--- src/hw/rtl/assert_macros.svh ---
// Assertion macros shared by the receive parser RTL.
// Each macro samples on clk_i and is disabled while rst_ni is low.
`ifndef ASSERT_MACROS_SVH
`define ASSERT_MACROS_SVH

`ifndef NO_ASSERTIONS

`define FPR_ASSERT(label, prop) \
  label: assert property (@(posedge clk_i) disable iff (!rst_ni) prop) \
    else $error("assertion failed");

`define FPR_ASSERT_NEVER(label, cond) \
  label: assert property (@(posedge clk_i) disable iff (!rst_ni) !(cond)) \
    else $error("forbidden condition seen");

`else

`define FPR_ASSERT(label, prop)

`define FPR_ASSERT_NEVER(label, cond)

`endif

`endif

--- src/hw/rtl/fpr_pkg.sv ---
// Package for the framed packet receive parser: framing bytes, event codes
// and the byte-wide CRC-16 update. It depends on nothing else.
package fpr_pkg;

  localparam int MaxLengthDefault = 1026;

  localparam logic [7:0] ByteStx = 8'h02;
  localparam logic [7:0] ByteEtx = 8'h03;

  typedef enum logic [2:0] {
    EvNone    = 3'd0,
    EvPayload = 3'd1,
    EvDone    = 3'd2,
    EvBadLen  = 3'd3,
    EvBadEtx  = 3'd4,
    EvBadCrc  = 3'd5
  } rx_event_e;

  // One byte of the reflected CRC-16 with polynomial 0x8408.
  function automatic logic [15:0] crc_byte(input logic [15:0] crc, input logic [7:0] b);
    logic [7:0]  x;
    logic [3:0]  lo;
    logic [15:0] r;
    x  = crc[7:0] ^ b;
    lo = x[3:0];
    r  = {8'h00, crc[15:8]} ^ {x, 8'h00} ^ {5'b0, x, 3'b0} ^ {lo, 12'h000}
       ^ {12'h000, x[7:4]} ^ {12'h000, lo} ^ {5'b0, lo, 7'b0};
    return r;
  endfunction

endpackage

--- src/hw/rtl/framed_packet_rx_parser.sv ---
// Framed packet receive parser: one received byte per item, one result per item.
// The result is registered in the cycle after its byte is accepted; one item is
// accepted every cycle while the output side drains the single result register.
// Reset clears the parse state, all frame fields, the CRC and the CRC enforce
// bit, and leaves the result register empty.
// Depends on fpr_pkg and assert_macros.svh.
`include "assert_macros.svh"

module framed_packet_rx_parser #(
  parameter int MaxLength = fpr_pkg::MaxLengthDefault
) (
  input  logic        clk_i,
  input  logic        rst_ni,
  input  logic        cfg_valid_i,
  output logic        cfg_ready_o,
  input  logic        cfg_data_i,
  input  logic        in_valid_i,
  output logic        in_ready_o,
  input  logic [7:0]  rx_byte_i,
  output logic        out_valid_o,
  input  logic        out_ready_i,
  output logic [2:0]  event_res_o,
  output logic [7:0]  payload_byte_o,
  output logic [9:0]  payload_index_o,
  output logic [15:0] frame_version_o,
  output logic [7:0]  transaction_id_o,
  output logic [7:0]  frame_kind_o,
  output logic [15:0] command_code_o,
  output logic [10:0] payload_length_o,
  output logic        crc_ok_o,
  output logic [15:0] computed_crc_o
);

  localparam int CntW = $clog2(MaxLength);

  typedef enum logic [3:0] {
    StHunt    = 4'd0,
    StVerLo   = 4'd1,
    StVerHi   = 4'd2,
    StLenLo   = 4'd3,
    StLenHi   = 4'd4,
    StTid     = 4'd5,
    StKind    = 4'd6,
    StCmdLo   = 4'd7,
    StCmdHi   = 4'd8,
    StPayload = 4'd9,
    StCrcLo   = 4'd10,
    StCrcHi   = 4'd11,
    StEtx     = 4'd12
  } state_e;

  state_e              state_q, state_d;
  logic [15:0]         version_q, version_d;
  logic [15:0]         length_q, length_d;
  logic [7:0]          tid_q, tid_d;
  logic [7:0]          kind_q, kind_d;
  logic [15:0]         command_q, command_d;
  logic [CntW-1:0]     cnt_q, cnt_d;
  logic [15:0]         crc_q, crc_d;
  logic [15:0]         rx_crc_q, rx_crc_d;
  logic                enforce_q;
  logic                out_valid_q;
  fpr_pkg::rx_event_e  event_q, event_d;
  logic [7:0]          pbyte_q, pbyte_d;
  logic [9:0]          pidx_q, pidx_d;

  logic                in_fire;
  logic                cfg_fire;
  logic [15:0]         len_raw;
  logic                len_ok;
  logic [CntW-1:0]     cnt_nxt;
  logic [15:0]         crc_upd;
  logic [15:0]         rx_crc_full;

  assign cfg_ready_o = 1'b1;
  assign cfg_fire    = cfg_valid_i & cfg_ready_o;
  assign in_ready_o  = ~out_valid_q | out_ready_i;
  assign in_fire     = in_valid_i & in_ready_o;

  assign len_raw     = {rx_byte_i, length_q[7:0]};
  assign len_ok      = (len_raw >= 16'd2) && ({1'b0, len_raw} <= 17'(MaxLength));
  assign cnt_nxt     = cnt_q + CntW'(1);
  assign crc_upd     = fpr_pkg::crc_byte(crc_q, rx_byte_i);
  assign rx_crc_full = {rx_byte_i, rx_crc_q[7:0]};

  always_comb begin
    state_d   = state_q;
    version_d = version_q;
    length_d  = length_q;
    tid_d     = tid_q;
    kind_d    = kind_q;
    command_d = command_q;
    cnt_d     = cnt_q;
    crc_d     = crc_q;
    rx_crc_d  = rx_crc_q;
    event_d   = fpr_pkg::EvNone;
    pbyte_d   = 8'h00;
    pidx_d    = 10'd0;
    case (state_q)
      StHunt: begin
        if (rx_byte_i == fpr_pkg::ByteStx) begin
          state_d = StVerLo;
        end
      end
      StVerLo: begin
        version_d = {8'h00, rx_byte_i};
        state_d   = StVerHi;
      end
      StVerHi: begin
        version_d = {rx_byte_i, version_q[7:0]};
        crc_d     = 16'h0000;
        state_d   = StLenLo;
      end
      StLenLo: begin
        length_d = {8'h00, rx_byte_i};
        crc_d    = crc_upd;
        state_d  = StLenHi;
      end
      StLenHi: begin
        if (len_ok) begin
          length_d = len_raw - 16'd2;
          crc_d    = crc_upd;
          state_d  = StTid;
        end else begin
          length_d = len_raw;
          event_d  = fpr_pkg::EvBadLen;
          state_d  = StHunt;
        end
      end
      StTid: begin
        tid_d   = rx_byte_i;
        state_d = StKind;
      end
      StKind: begin
        kind_d  = rx_byte_i;
        crc_d   = crc_upd;
        state_d = StCmdLo;
      end
      StCmdLo: begin
        command_d = {8'h00, rx_byte_i};
        crc_d     = crc_upd;
        state_d   = StCmdHi;
      end
      StCmdHi: begin
        command_d = {rx_byte_i, command_q[7:0]};
        crc_d     = crc_upd;
        cnt_d     = '0;
        state_d   = (length_q != 16'd0) ? StPayload : StCrcLo;
      end
      StPayload: begin
        event_d = fpr_pkg::EvPayload;
        pbyte_d = rx_byte_i;
        pidx_d  = 10'(cnt_q);
        crc_d   = crc_upd;
        cnt_d   = cnt_nxt;
        if (16'(cnt_nxt) >= length_q) begin
          state_d = StCrcLo;
        end
      end
      StCrcLo: begin
        rx_crc_d = {8'h00, rx_byte_i};
        state_d  = StCrcHi;
      end
      StCrcHi: begin
        rx_crc_d = rx_crc_full;
        if (enforce_q && (rx_crc_full != crc_q)) begin
          event_d = fpr_pkg::EvBadCrc;
          state_d = StHunt;
        end else begin
          state_d = StEtx;
        end
      end
      StEtx: begin
        event_d = (rx_byte_i == fpr_pkg::ByteEtx) ? fpr_pkg::EvDone : fpr_pkg::EvBadEtx;
        state_d = StHunt;
      end
      default: begin
        state_d = StHunt;
      end
    endcase
  end

  always_ff @(posedge clk_i or negedge rst_ni) begin
    if (!rst_ni) begin
      state_q     <= StHunt;
      version_q   <= '0;
      length_q    <= '0;
      tid_q       <= '0;
      kind_q      <= '0;
      command_q   <= '0;
      cnt_q       <= '0;
      crc_q       <= '0;
      rx_crc_q    <= '0;
      enforce_q   <= 1'b0;
      out_valid_q <= 1'b0;
      event_q     <= fpr_pkg::EvNone;
      pbyte_q     <= '0;
      pidx_q      <= '0;
    end else begin
      if (cfg_fire) begin
        enforce_q <= cfg_data_i;
      end
      if (in_fire) begin
        state_q   <= state_d;
        version_q <= version_d;
        length_q  <= length_d;
        tid_q     <= tid_d;
        kind_q    <= kind_d;
        command_q <= command_d;
        cnt_q     <= cnt_d;
        crc_q     <= crc_d;
        rx_crc_q  <= rx_crc_d;
        event_q   <= event_d;
        pbyte_q   <= pbyte_d;
        pidx_q    <= pidx_d;
      end
      if (in_fire) begin
        out_valid_q <= 1'b1;
      end else if (out_ready_i) begin
        out_valid_q <= 1'b0;
      end
    end
  end

  // The frame fields are only updated together with the result register, so
  // the held state always matches the result on offer.
  assign out_valid_o      = out_valid_q;
  assign event_res_o      = event_q;
  assign payload_byte_o   = pbyte_q;
  assign payload_index_o  = pidx_q;
  assign frame_version_o  = version_q;
  assign transaction_id_o = tid_q;
  assign frame_kind_o     = kind_q;
  assign command_code_o   = command_q;
  assign payload_length_o = length_q[10:0];
  assign crc_ok_o         = (rx_crc_q == crc_q);
  assign computed_crc_o   = crc_q;

  `FPR_ASSERT(a_payload_event,
              (in_fire && state_q == StPayload) |=>
              (out_valid_q && event_q == fpr_pkg::EvPayload))
  `FPR_ASSERT(a_end_hunts, (out_valid_q && event_q >= fpr_pkg::EvDone) |-> (state_q == StHunt))
  `FPR_ASSERT(a_crc_cleared, (in_fire && state_q == StVerHi) |=> (crc_q == 16'h0000))
  `FPR_ASSERT(a_hunt_stays,
              (in_fire && state_q == StHunt && rx_byte_i != fpr_pkg::ByteStx) |=>
              (state_q == StHunt))
  `FPR_ASSERT_NEVER(a_count_bound, state_q == StPayload && 16'(cnt_q) >= length_q)

endmodule

--- config.mk ---
export PLATFORM = sky130hd
export DESIGN_NAME = framed_packet_rx_parser
export DESIGN_NICKNAME = d
export VERILOG_FILES = /design/src/hw/rtl/fpr_pkg.sv /design/src/hw/rtl/framed_packet_rx_parser.sv
export VERILOG_INCLUDE_DIRS = /design/src /design/src/hw/rtl
export SDC_FILE = /design/constraint.sdc
export NUM_CORES = 1
export LEC_CHECK = 0
export BUFFER_PORTS_ARGS = -buffer_cell sky130_fd_sc_hd__buf_2
export CAP_MARGIN = 30
export CORE_UTILIZATION = 25
export DETAILED_ROUTE_END_ITERATION = 8
export GPL_TIMING_DRIVEN = 0
export MAX_ROUTING_LAYER = met4
export PLACE_DENSITY = 0.47
export SLEW_MARGIN = 20
export SYNTH_ARGS = -nofsm -noshare
export SYNTH_HDL_FRONTEND = slang
export SYNTH_SLANG_ARGS = --single-unit
--- constraint.sdc ---
create_clock -name clk_i -period 6.59 [get_ports clk_i]
set_clock_uncertainty 0.2 [all_clocks]
set_input_delay 0.3295 -clock clk_i [delete_from_list [all_inputs] [get_ports clk_i]]
set_output_delay 0.3295 -clock clk_i [all_outputs]
set_load 0.03 [all_outputs]
==> run_results.csv, run 1 <==
group,metric,value,unit
status,status,"complete, but fails checks",
status,violations,"design-rule violations",
sta,finalMaxSlewViolations,0,
logic_synthesis,seq_area_frac_synth,49.1,%
critical_path,end_kind,"flip-flop",
global_routing,grt_pass1_wl,32800,um
logic_synthesis,yosys_warnings,0,
critical_path,crit_type,"reg2reg",
power_and_ir_drop,peakVddDrop,255,uV
logic_synthesis,yosys.area.top_type_share,49.1,%
logic_synthesis,synthAdderAreaFrac,2.57,%
floorplanning,core_region_area,0.0269,mm2
drt,wire_per_inst,18.5,um
clock_network,cts_hold_buf,4,
sta,finalCritPeriodShare,52.6,%
placement,place_ws,3120,ps
placement,place_congestion,0.818,
clock_network,cts_buffers,17,
critical_path,crit_path_cell_trace,"ha_1 > and3_1 > and3_1 > nand3_1 > xnor2_1 > ha_1 > nor2b_1 > nand4_1 > o22ai_1 > nand2_1 > a21oi_1 > mux2_2",
logic_synthesis,synth-edff-count,0,
floorplanning,placement_rows,60,
logic_synthesis,yosysUniqueCellTypes,57,
power_and_ir_drop,p_leak,4.07,nW
drt,vias,5313,
drt,drc,2,
sta,max_freq,0.288,GHz
placement,dpl.hpwl,14600,um
clock_network,clk_path_buf_depth,2,
min_path,hp-class,"in2reg",
floorplanning,pin_count,114,
floorplanning,dieArea,0.0280,mm2
critical_path,worstPathArrival,3580,ps
critical_path,slowest_stage,"dfrtp_1",
critical_path,cp.required,6700,ps
critical_path,crit_fanout,7,
sta,tightest_slew,914,ps
sta,rsz0062_at_grt,"no",
flow_run,maxCapViolCount,0,
layout,final_core_util,31.6,%
sta,hold_violations,0,
drt,final_antenna_net_count,0,
sta,relSlewSlack,39.0,%
global_routing,grt.total_usage,15.9,%
layout,drive_gt1_share,29.6,%
logic_synthesis,synth_cells,640,
clock_network,clkTransAtPathRegs,60,ps
layout,antennaDiodeCount,0,
logic_synthesis,synth_fp_nets,668,
critical_path,cpPeakStageDelay,480,ps
clock_network,cts_tree,"built",
layout,fin_nets,801,
sta,setup_tns,0,ps
global_routing,grt_pass1_vias,5381,
logic_synthesis,synth_top_flop_cell,"dfrtp_1",
power_and_ir_drop,p_per_area,494,mW/mm2
global_routing,grt.overflow.total,0,
logic_synthesis,synth_mux_area_share,9.89,%
clock_network,clock_latency,430,ps
layout,syn_to_final_growth,24.5,%
sta,setup_ws,3120,ps
critical_path,cp_top_family,"simple AND/OR/NAND/NOR gates",
drt,routed_via_density,4.72,
placement,port_buffers,109,
logic_synthesis,ys_ff_latch,134,
clock_network,cts_sinks,134,
logic_synthesis,post-synth-top-area-cell,"dfrtp_1",
logic_synthesis,synth_compound_area_share,13.5,%
drt,drt-pass1-iter-count,6,
logic_synthesis,syn_area,0.00683,mm2
floorplanning,initial_core_util,25.4,%
logic_synthesis,synth_top_family_by_area,"compound AO/OA/AOI/OAI gates",
logic_synthesis,synth_xor_area_share,7.31,%
clock_network,root_buffer,"clkbuf_16",
drt,dr.first_iter.drc_count,200,
sta,setup_viol,0,
floorplanning,fp.dieH,167,um
logic_synthesis,syn_avg_cell_area,10.7,um2
drt,wirelength,20800,um
sta,period_minus_slack,3470,ps
critical_path,cp-start-kind,"flip-flop",
placement,place_area,0.00784,mm2
critical_path,path_buf_inv,0,
logic_synthesis,ys_async_sr_fraction,100,%
clock_network,post-cts-setup-buffer-count,0,
clock_network,h-tree-depth,4,
floorplanning,die_x,167,um
clock_network,ctsResizeCount,0,
logic_synthesis,synth_simple_gate_area_share,13.2,%
logic_synthesis,synthTopCellsByArea,"dfrtp_1, mux2_2, a22o_1, xnor2_1, nand2_1",
layout,fin_area,0.00850,mm2
global_routing,antenna_found_initial,0,
global_routing,grt_max_degree,87,
==> metal layers <==
layer  share of wire, %  wire [um]  GRT usage, %
met5                  0          0             -
met3                3.5        729          2.93
met1                 47       9820          20.5
met2                 48       9950          24.9
met4                1.6        334          5.38
==> cells in the mapped netlist (2+ instances only) <==
| master | instances |
|---|---|
| a211oi_1 | 2 |
| a21o_1 | 2 |
| a21oi_1 | 18 |
| a221o_1 | 3 |
| a22o_1 | 34 |
| a22oi_1 | 6 |
| a31oi_1 | 9 |
| and2_1 | 7 |
| and3_1 | 7 |
| buf_2 | 6 |
| buf_4 | 12 |
| clkbuf_1 | 28 |
| dfrtp_1 | 134 |
| ha_1 | 14 |
| inv_1 | 11 |
| mux2_2 | 60 |
| nand2_1 | 66 |
| nand2b_1 | 5 |
| nand3_1 | 7 |
| nand4_1 | 8 |
| nor2_1 | 33 |
| nor2b_1 | 14 |
| nor3_1 | 11 |
| nor4_1 | 9 |
| o21ai_0 | 41 |
| o22ai_1 | 4 |
| o2bb2ai_1 | 2 |
| or2_2 | 2 |
| or4_1 | 2 |
| xnor2_1 | 29 |
| xor2_1 | 28 |
==> layout make-up <==
type	count	area (um2)
plain buffers	48	256
clock buffers	20	467
clock inverters	11	149
fillers	2836	18400
inverters	11	41.3
multi-input cells	447	3180
flip-flops and latches	134	3350
well taps	341	427
repair buffers	114	623
==> cell usage in the layout (no fill, tap or decap), types with 17 or more instances in the layout <==
cell type  instances
nor2_1            33
dfrtp_1          134
mux2_2            60
clkbuf_1          28
clkbuf_16         17
a22o_1            34
xnor2_1           29
o21ai_0           41
buf_2            114
xor2_1            28
nand2_1           66
a21oi_1           18
==> worst reg2reg max path: cells and delay by family (launching register included) <==
| kind | cells | cell delay, ps |
|---|---|---|
| xor gates and xnor gates | 1 | 160 |
| AOI/OAI and AO/OA | 2 | 500 |
| and+or+nand+nor | 6 | 1020 |
| DFF | 1 | 480 |
| muxes | 1 | 380 |
| adders and majority gates | 2 | 620 |
==> metrics by stage <==
step                      hold slack, ps  power, mW  instances
after floorplan                     -166       2.66        640
after global placement               263       3.21       1090
after detailed placement            63.9       3.22       1091
after CTS                           46.0       4.24       1126
after global routing                93.7       4.46       1126
final                               46.1       4.20       1126
==> final timing paths <==
kind	from	endpoint	slack, ps	cells after the start
max in group asynchronous	rst_ni	command_code_o[15]	5200	3
worst max-delay path	cnt_q[0]	state_q[2]	3120	12
worst min-delay path	out_ready_i	out_valid_o	50	3
worst max register to register	cnt_q[0]	state_q[2]	3120	12
worst min register to register	event_res_o[1]	event_res_o[1]	280	2
min in group asynchronous	rst_ni	computed_crc_o[6]	200	2
==> state kept, by name, indices dropped and copies added (netlist names) <==
| register | cells |
|---|---|
| cnt_q | 11 |
| payload_byte_o | 8 |
| rx_crc_q | 16 |
| computed_crc_o | 16 |
| out_valid_o | 1 |
| frame_version_o | 16 |
| transaction_id_o | 8 |
| state_q | 4 |
| length_q | 16 |
| command_code_o | 16 |
| enforce_q | 1 |
| frame_kind_o | 8 |
| payload_index_o | 10 |
| event_res_o | 3 |
==> logic make-up after synthesis <==
| family | count (synthesis) |
|---|---|
| AO/OA/AOI/OAI | 133 |
| XOR/XNOR | 57 |
| adder cells (fa/ha/maj) | 14 |
| buffers and inverters | 59 |
| flip-flops | 134 |
| multiplexers | 60 |
| other | 1 |
| AND/OR/NAND/NOR | 182 |
==> power by group <==
group | switching, mW | total [mW] | internal, mW
clock network | 0.373 | 0.997 | 0.624
logic | 1.14 | 1.84 | 0.706
registers | 0.266 | 1.36 | 1.10
total | 1.77 | 4.20 | 2.43
(Power assumes the default switching activity.)
==> run 2, diff against run 1 <==
Clock period 6.59 ns to 3.5 ns, I/O delays scaled along.
==> run 2 against run 1 <==
Compared with the run above: the flow still finishes with violations (design-rule violations); first-iteration DRC count grew 3.0%; cell count grew 0.18%; register-to-register slack lost 2900 ps; non-clock buffer count grew 2; worst hold slack lost 1.7 ps; core utilization grew 0.11 points; clock-buffer cell count is the same; combinational power grew 89%; sequential power grew 89%; largest cell class unchanged.
==> run_results.csv, run 2 (synthesized netlist as in run 1, its figures left out) <==
group,metric,value,unit
global_routing,grt.overflow.total,0,
layout,final_common_cell,"dfrtp_1",
critical_path,reg2reg_depth,12,
floorplanning,core_region_area,0.0269,mm2
sta,rsz0062_at_grt,"no",
sta,period_minus_slack,3290,ps
floorplanning,die_x,167,um
layout,fin_nets,803,
power_and_ir_drop,p_leak,4.08,nW
layout,multi_input_area,0.00319,mm2
global_routing,busiest_layer,"met2",
sta,setup_viol,0,
global_routing,use_met1,20.5,%
critical_path,regToRegStartpoint,"cnt_q[0]",
sta,setup_ws,212,ps
layout,drive_gt1_share,30.1,%
critical_path,crit_start,"cnt_q[0]",
drt,drt-pass1-iter-count,6,
placement,dp_cells,1091,
clock_network,clock_latency,420,ps
power_and_ir_drop,p_per_area,929,mW/mm2
drt,dr.first_iter.drc_count,206,
critical_path,crit_type,"reg2reg",
critical_path,cp-start-kind,"flip-flop",
status,status,"complete, but fails checks",
global_routing,grt.total_usage,15.9,%
power_and_ir_drop,peakVddDrop,480,uV
sta,tightest_slew,934,ps
floorplanning,initial_core_util,25.4,%
global_routing,grt_pass1_wl,32800,um
layout,stdcell_count,1128,
layout,n_fill_cell,2835,
layout,final_cell_mix,"dfrtp_1, buf_2, nand2_1",
critical_path,worstPathArrival,3400,ps
layout,seqCellArea,0.00336,mm2
sta,setup_tns,0,ps
clock_network,cts_sinks,134,
critical_path,rrSetupSlack,210,ps
clock_network,h-tree-depth,4,
floorplanning,dieArea,0.0280,mm2
critical_path,end_kind,"flip-flop",
drt,drc,2,
min_path,hp-class,"in2async",
sta,finalCritPeriodShare,93.9,%
clock_network,post-cts-setup-buffer-count,0,
layout,syn_to_final_growth,24.9,%
placement,place_congestion,0.818,
sta,max_freq,0.304,GHz
floorplanning,placement_rows,60,
floorplanning,fp.dieH,167,um
clock_network,cts_buffers,17,
clock_network,cts_tree,"built",
clock_network,clk_path_buf_depth,2,
global_routing,grt_pass1_vias,5393,
global_routing,groute.layer.met3.usage,2.93,%
critical_path,reg2reg_to,"state_q[2]",
placement,dpl.hpwl,14600,um
global_routing,grt_max_degree,87,
drt,wirelength,20900,um
floorplanning,pin_count,114,
critical_path,crit_end,"state_q[2]",
drt,vias,5339,
status,violations,"design-rule violations",
clock_network,root_buffer,"clkbuf_16",
drt,routed_via_density,4.73,
sta,relSlewSlack,37.8,%
global_routing,antenna_found_initial,0,
drt,wire_per_inst,18.5,um
layout,antennaDiodeCount,0,
placement,port_buffers,109,
flow_run,maxCapViolCount,0,
sta,hold_violations,0,
drt,final_antenna_net_count,0,
placement,place_ws,29.7,ps
clock_network,clkTransAtPathRegs,60,ps
critical_path,crit_fanout,7,
global_routing,grt.met2_usage,25.0,%
critical_path,cp.required,3610,ps
sta,finalMaxSlewViolations,0,
sta,holdWs,44.3,ps
[run 2: cell count changes in the layout (fill, tap and decap cells not counted), sizes merged]
cell / previous run / this run
dlygate4sd3: 4 / 6
[run 2: area by class of cell]
| type | instances | share of cell area (%) |
|---|---|---|
| Tap cell | 341 | 5.00 |
| Buffer | 48 | 3.01 |
| Inverter | 11 | 0.484 |
| Multi-Input combinational cell | 447 | 37.4 |
| Timing Repair Buffer | 116 | 7.54 |
| Clock inverter | 11 | 1.75 |
| Sequential cell | 134 | 39.3 |
| Clock buffer | 20 | 5.47 |
[run 2: power by group]
group	switching, mW	internal, mW	leakage [nW]	total [mW]
sequential	0.500	2.07	1.75	2.57
combinational	2.14	1.33	2.03	3.47
clock	0.704	1.17	0.294	1.88
total	3.35	4.58	4.08	7.92
[run 2: worst min-delay path by stage]
stage	from	end	cells after the start
final	rst_ni	computed_crc_o[6]	2
after global routing	rst_ni	computed_crc_o[6]	2
after detailed placement	rst_ni	computed_crc_o[6]	1
after global placement	cfg_data_i	enforce_q	2
after floorplan	rst_ni	cnt_q[0]	0
after CTS	rst_ni	computed_crc_o[6]	2
[run 2: metal layers]
| layer | up-vias | share of wire (%) | wire length, um |
|---|---|---|---|
| li1 | 2549 | - | - |
| met1 | 2668 | 47 | 9770 |
| met2 | 100 | 48 | 9950 |
| met3 | 22 | 3.7 | 776 |
| met4 | 0 | 1.8 | 373 |
| met5 | - | 0 | 0 |
[run 2: through the flow]
step,total power [mW],cell area (um2),util [%]
floorplan,5.01,6830,-
global placement,6.05,7800,29.0
detailed placement,6.07,7840,29.2
CTS,7.99,8520,31.7
global route,8.40,8530,31.7
finish,7.92,8530,31.7
[run 2: repair_timing]
action	in CTS	in global routing
gates resized for setup	0	5
hold buffers	6	0
endpoints found under the setup margin	0	2
hold endpoints to repair	137	0
[run 2: worst max-delay path, stage by stage, from the launching register on]
cell     delay, ps
dfrtp_2        440
ha_2           250
and3_1         260
and3_2         250
nand3_1        100
xnor2_1        160
ha_1           320
nor2b_1        130
nand4_1        140
o22ai_1        200
nand2_1        120
a21oi_2        240
mux2_2         360
==> run 3, diff against run 2 <==
Settings changed: GPL_TIMING_DRIVEN 0 to 1.
==> run 3 against run 2 <==
Compared with the run above: the run still ends with design-rule violations left; clock-buffer cell count fell by 2; critical path type unchanged; clock power about the same; sequential share of layout area grew 0.57 points; routed wire length down 1.5%; sequential power rose by 2%.
==> run_results.csv, run 3 (synthesized netlist as in run 1, its figures left out) <==
group,metric,value,unit
critical_path,cp-start-kind,"flip-flop",
power_and_ir_drop,p_per_area,926,mW/mm2
placement,port_buffers,112,
sta,rsz0062_at_grt,"no",
placement,place_area,0.00775,mm2
sta,tightest_slew,896,ps
status,status,"complete, but fails checks",
clock_network,root_buffer,"clkbuf_16",
placement,dpl.hpwl,13900,um
power_and_ir_drop,p_leak,4.05,nW
drt,vias,5186,
drt,drc,2,
layout,antennaDiodeCount,0,
clock_network,ctsResizeCount,0,
layout,syn_to_final_growth,23.0,%
status,violations,"design-rule violations",
layout,final_cell_mix,"dfrtp_1, buf_2, nand2_1",
drt,routed_via_density,4.70,
layout,stdcell_count,1104,
sta,max_freq,0.307,GHz
clock_network,clock_latency,420,ps
critical_path,end_kind,"flip-flop",
global_routing,grt.overflow.total,0,
sta,setup_viol,0,
drt,drt-pass1-iter-count,7,
sta,relSlewSlack,39.8,%
sta,finalMaxSlewViolations,0,
clock_network,clk_path_buf_depth,2,
drt,final_antenna_net_count,0,
global_routing,grt_pass1_wl,32200,um
floorplanning,die_x,167,um
drt,wire_per_inst,18.6,um
global_routing,grt_pass1_vias,5293,
sta,finalCritPeriodShare,93.1,%
clock_network,h-tree-depth,4,
clock_network,cts_sinks,134,
layout,final_core_util,31.3,%
sta,setup_tns,0,ps
floorplanning,core_region_area,0.0269,mm2
critical_path,crit_fanout,7,
critical_path,worstPathArrival,3370,ps
drt,dr.first_iter.drc_count,269,
critical_path,crit_type,"reg2reg",
power_and_ir_drop,peakVddDrop,412,uV
clock_network,cts_buffers,17,
drt,wirelength,20600,um
critical_path,cp.required,3610,ps
global_routing,antenna_found_initial,0,
min_path,hp-class,"in2reg",
sta,period_minus_slack,3260,ps
clock_network,clkTransAtPathRegs,60,ps
layout,final_common_cell,"dfrtp_1",
layout,fin_area,0.00840,mm2
floorplanning,placement_rows,60,
floorplanning,fp.dieH,167,um
placement,place_congestion,0.800,
placement,dp_cells,1067,
global_routing,grt_max_degree,85,
layout,drive_gt1_share,31.1,%
flow_run,maxCapViolCount,0,
layout,fin_nets,778,
global_routing,grt.total_usage,15.5,%
sta,hold_violations,0,
floorplanning,pin_count,114,
floorplanning,dieArea,0.0280,mm2
floorplanning,initial_core_util,25.4,%
clock_network,cts_tree,"built",
==> run 3: changes by cell type in the layout (fill, tap and decap cells not counted), moves of 2 or more <==
cell / delta
clkbuf_1: -28
buf_4: +9
inv_6: +4
buf_2: -3
clkbuf_8: -2
clkinv_2: -2
dfrtp_1: +2
dfrtp_2: -2
inv_8: +2
==> run 3: what timing repair did <==
item                                   CTS  global route
buffers inserted                         0             0
hold buffers                             5             0
endpoints found under the hold margin   85             0
==> run 3: worst paths after layout <==
kind / startpoint / end / slack [ps] / depth (start not counted)
hold reg to reg: event_res_o[1] / event_res_o[1] / 280 / 2
min in group asynchronous: rst_ni / computed_crc_o[2] / 200 / 2
hold / removal: rx_byte_i[1] / rx_crc_q[9] / 20 / 3
setup reg to reg: cnt_q[0] / state_q[0] / 240 / 12
max in group asynchronous: rst_ni / command_code_o[12] / 2120 / 3
setup / recovery: cnt_q[0] / state_q[0] / 240 / 12
==> run 3: power by group <==
group          leakage [nW]  switching, mW  total, mW  internal (mW)
combinational          2.01           2.05       3.31           1.26
clock                 0.288          0.771       1.86           1.09
sequential             1.75          0.543       2.61           2.06
==> run 3: critical path, cell delays in order (launching register included) <==
cell	delay, ps
dfrtp_1	440
ha_1	280
and3_1	260
and3_1	260
nand3_1	110
xnor2_1	160
ha_1	320
nor2b_1	130
nand4_1	120
o22ai_1	180
nand2_1	90
a21oi_1	240
mux2_2	350
==> run 3: layout make-up <==
type                            instances  area (um2)
Timing Repair Buffer                  139         795
Clock inverter                         14         166
Inverter                               11        41.3
Tap cell                              341         427
Clock buffer                           18         439
Fill cell                            2778       18500
Sequential cell                       134        3350
Multi-Input combinational cell        447        3180
==> run 3: stage by stage <==
step	setup WS (ps)	hold slack, ps	power, mW
after floorplan	513	-321	5.01
after global placement	317	106	5.94
after detailed placement	245	104	5.96
after CTS	248	2.02	7.87
after global routing	27.4	58.6	8.27
final	241	18.1	7.78
==> run 3: layer usage <==
metal  vias to the layer above  share of wire, %  GRT usage, %
met5                         -                 0             -
met4                         0               1.3          4.59
met3                        17               4.6          3.29
met2                       127                48          24.9
met1                      2550                46          19.7
li1                       2492                 -             -
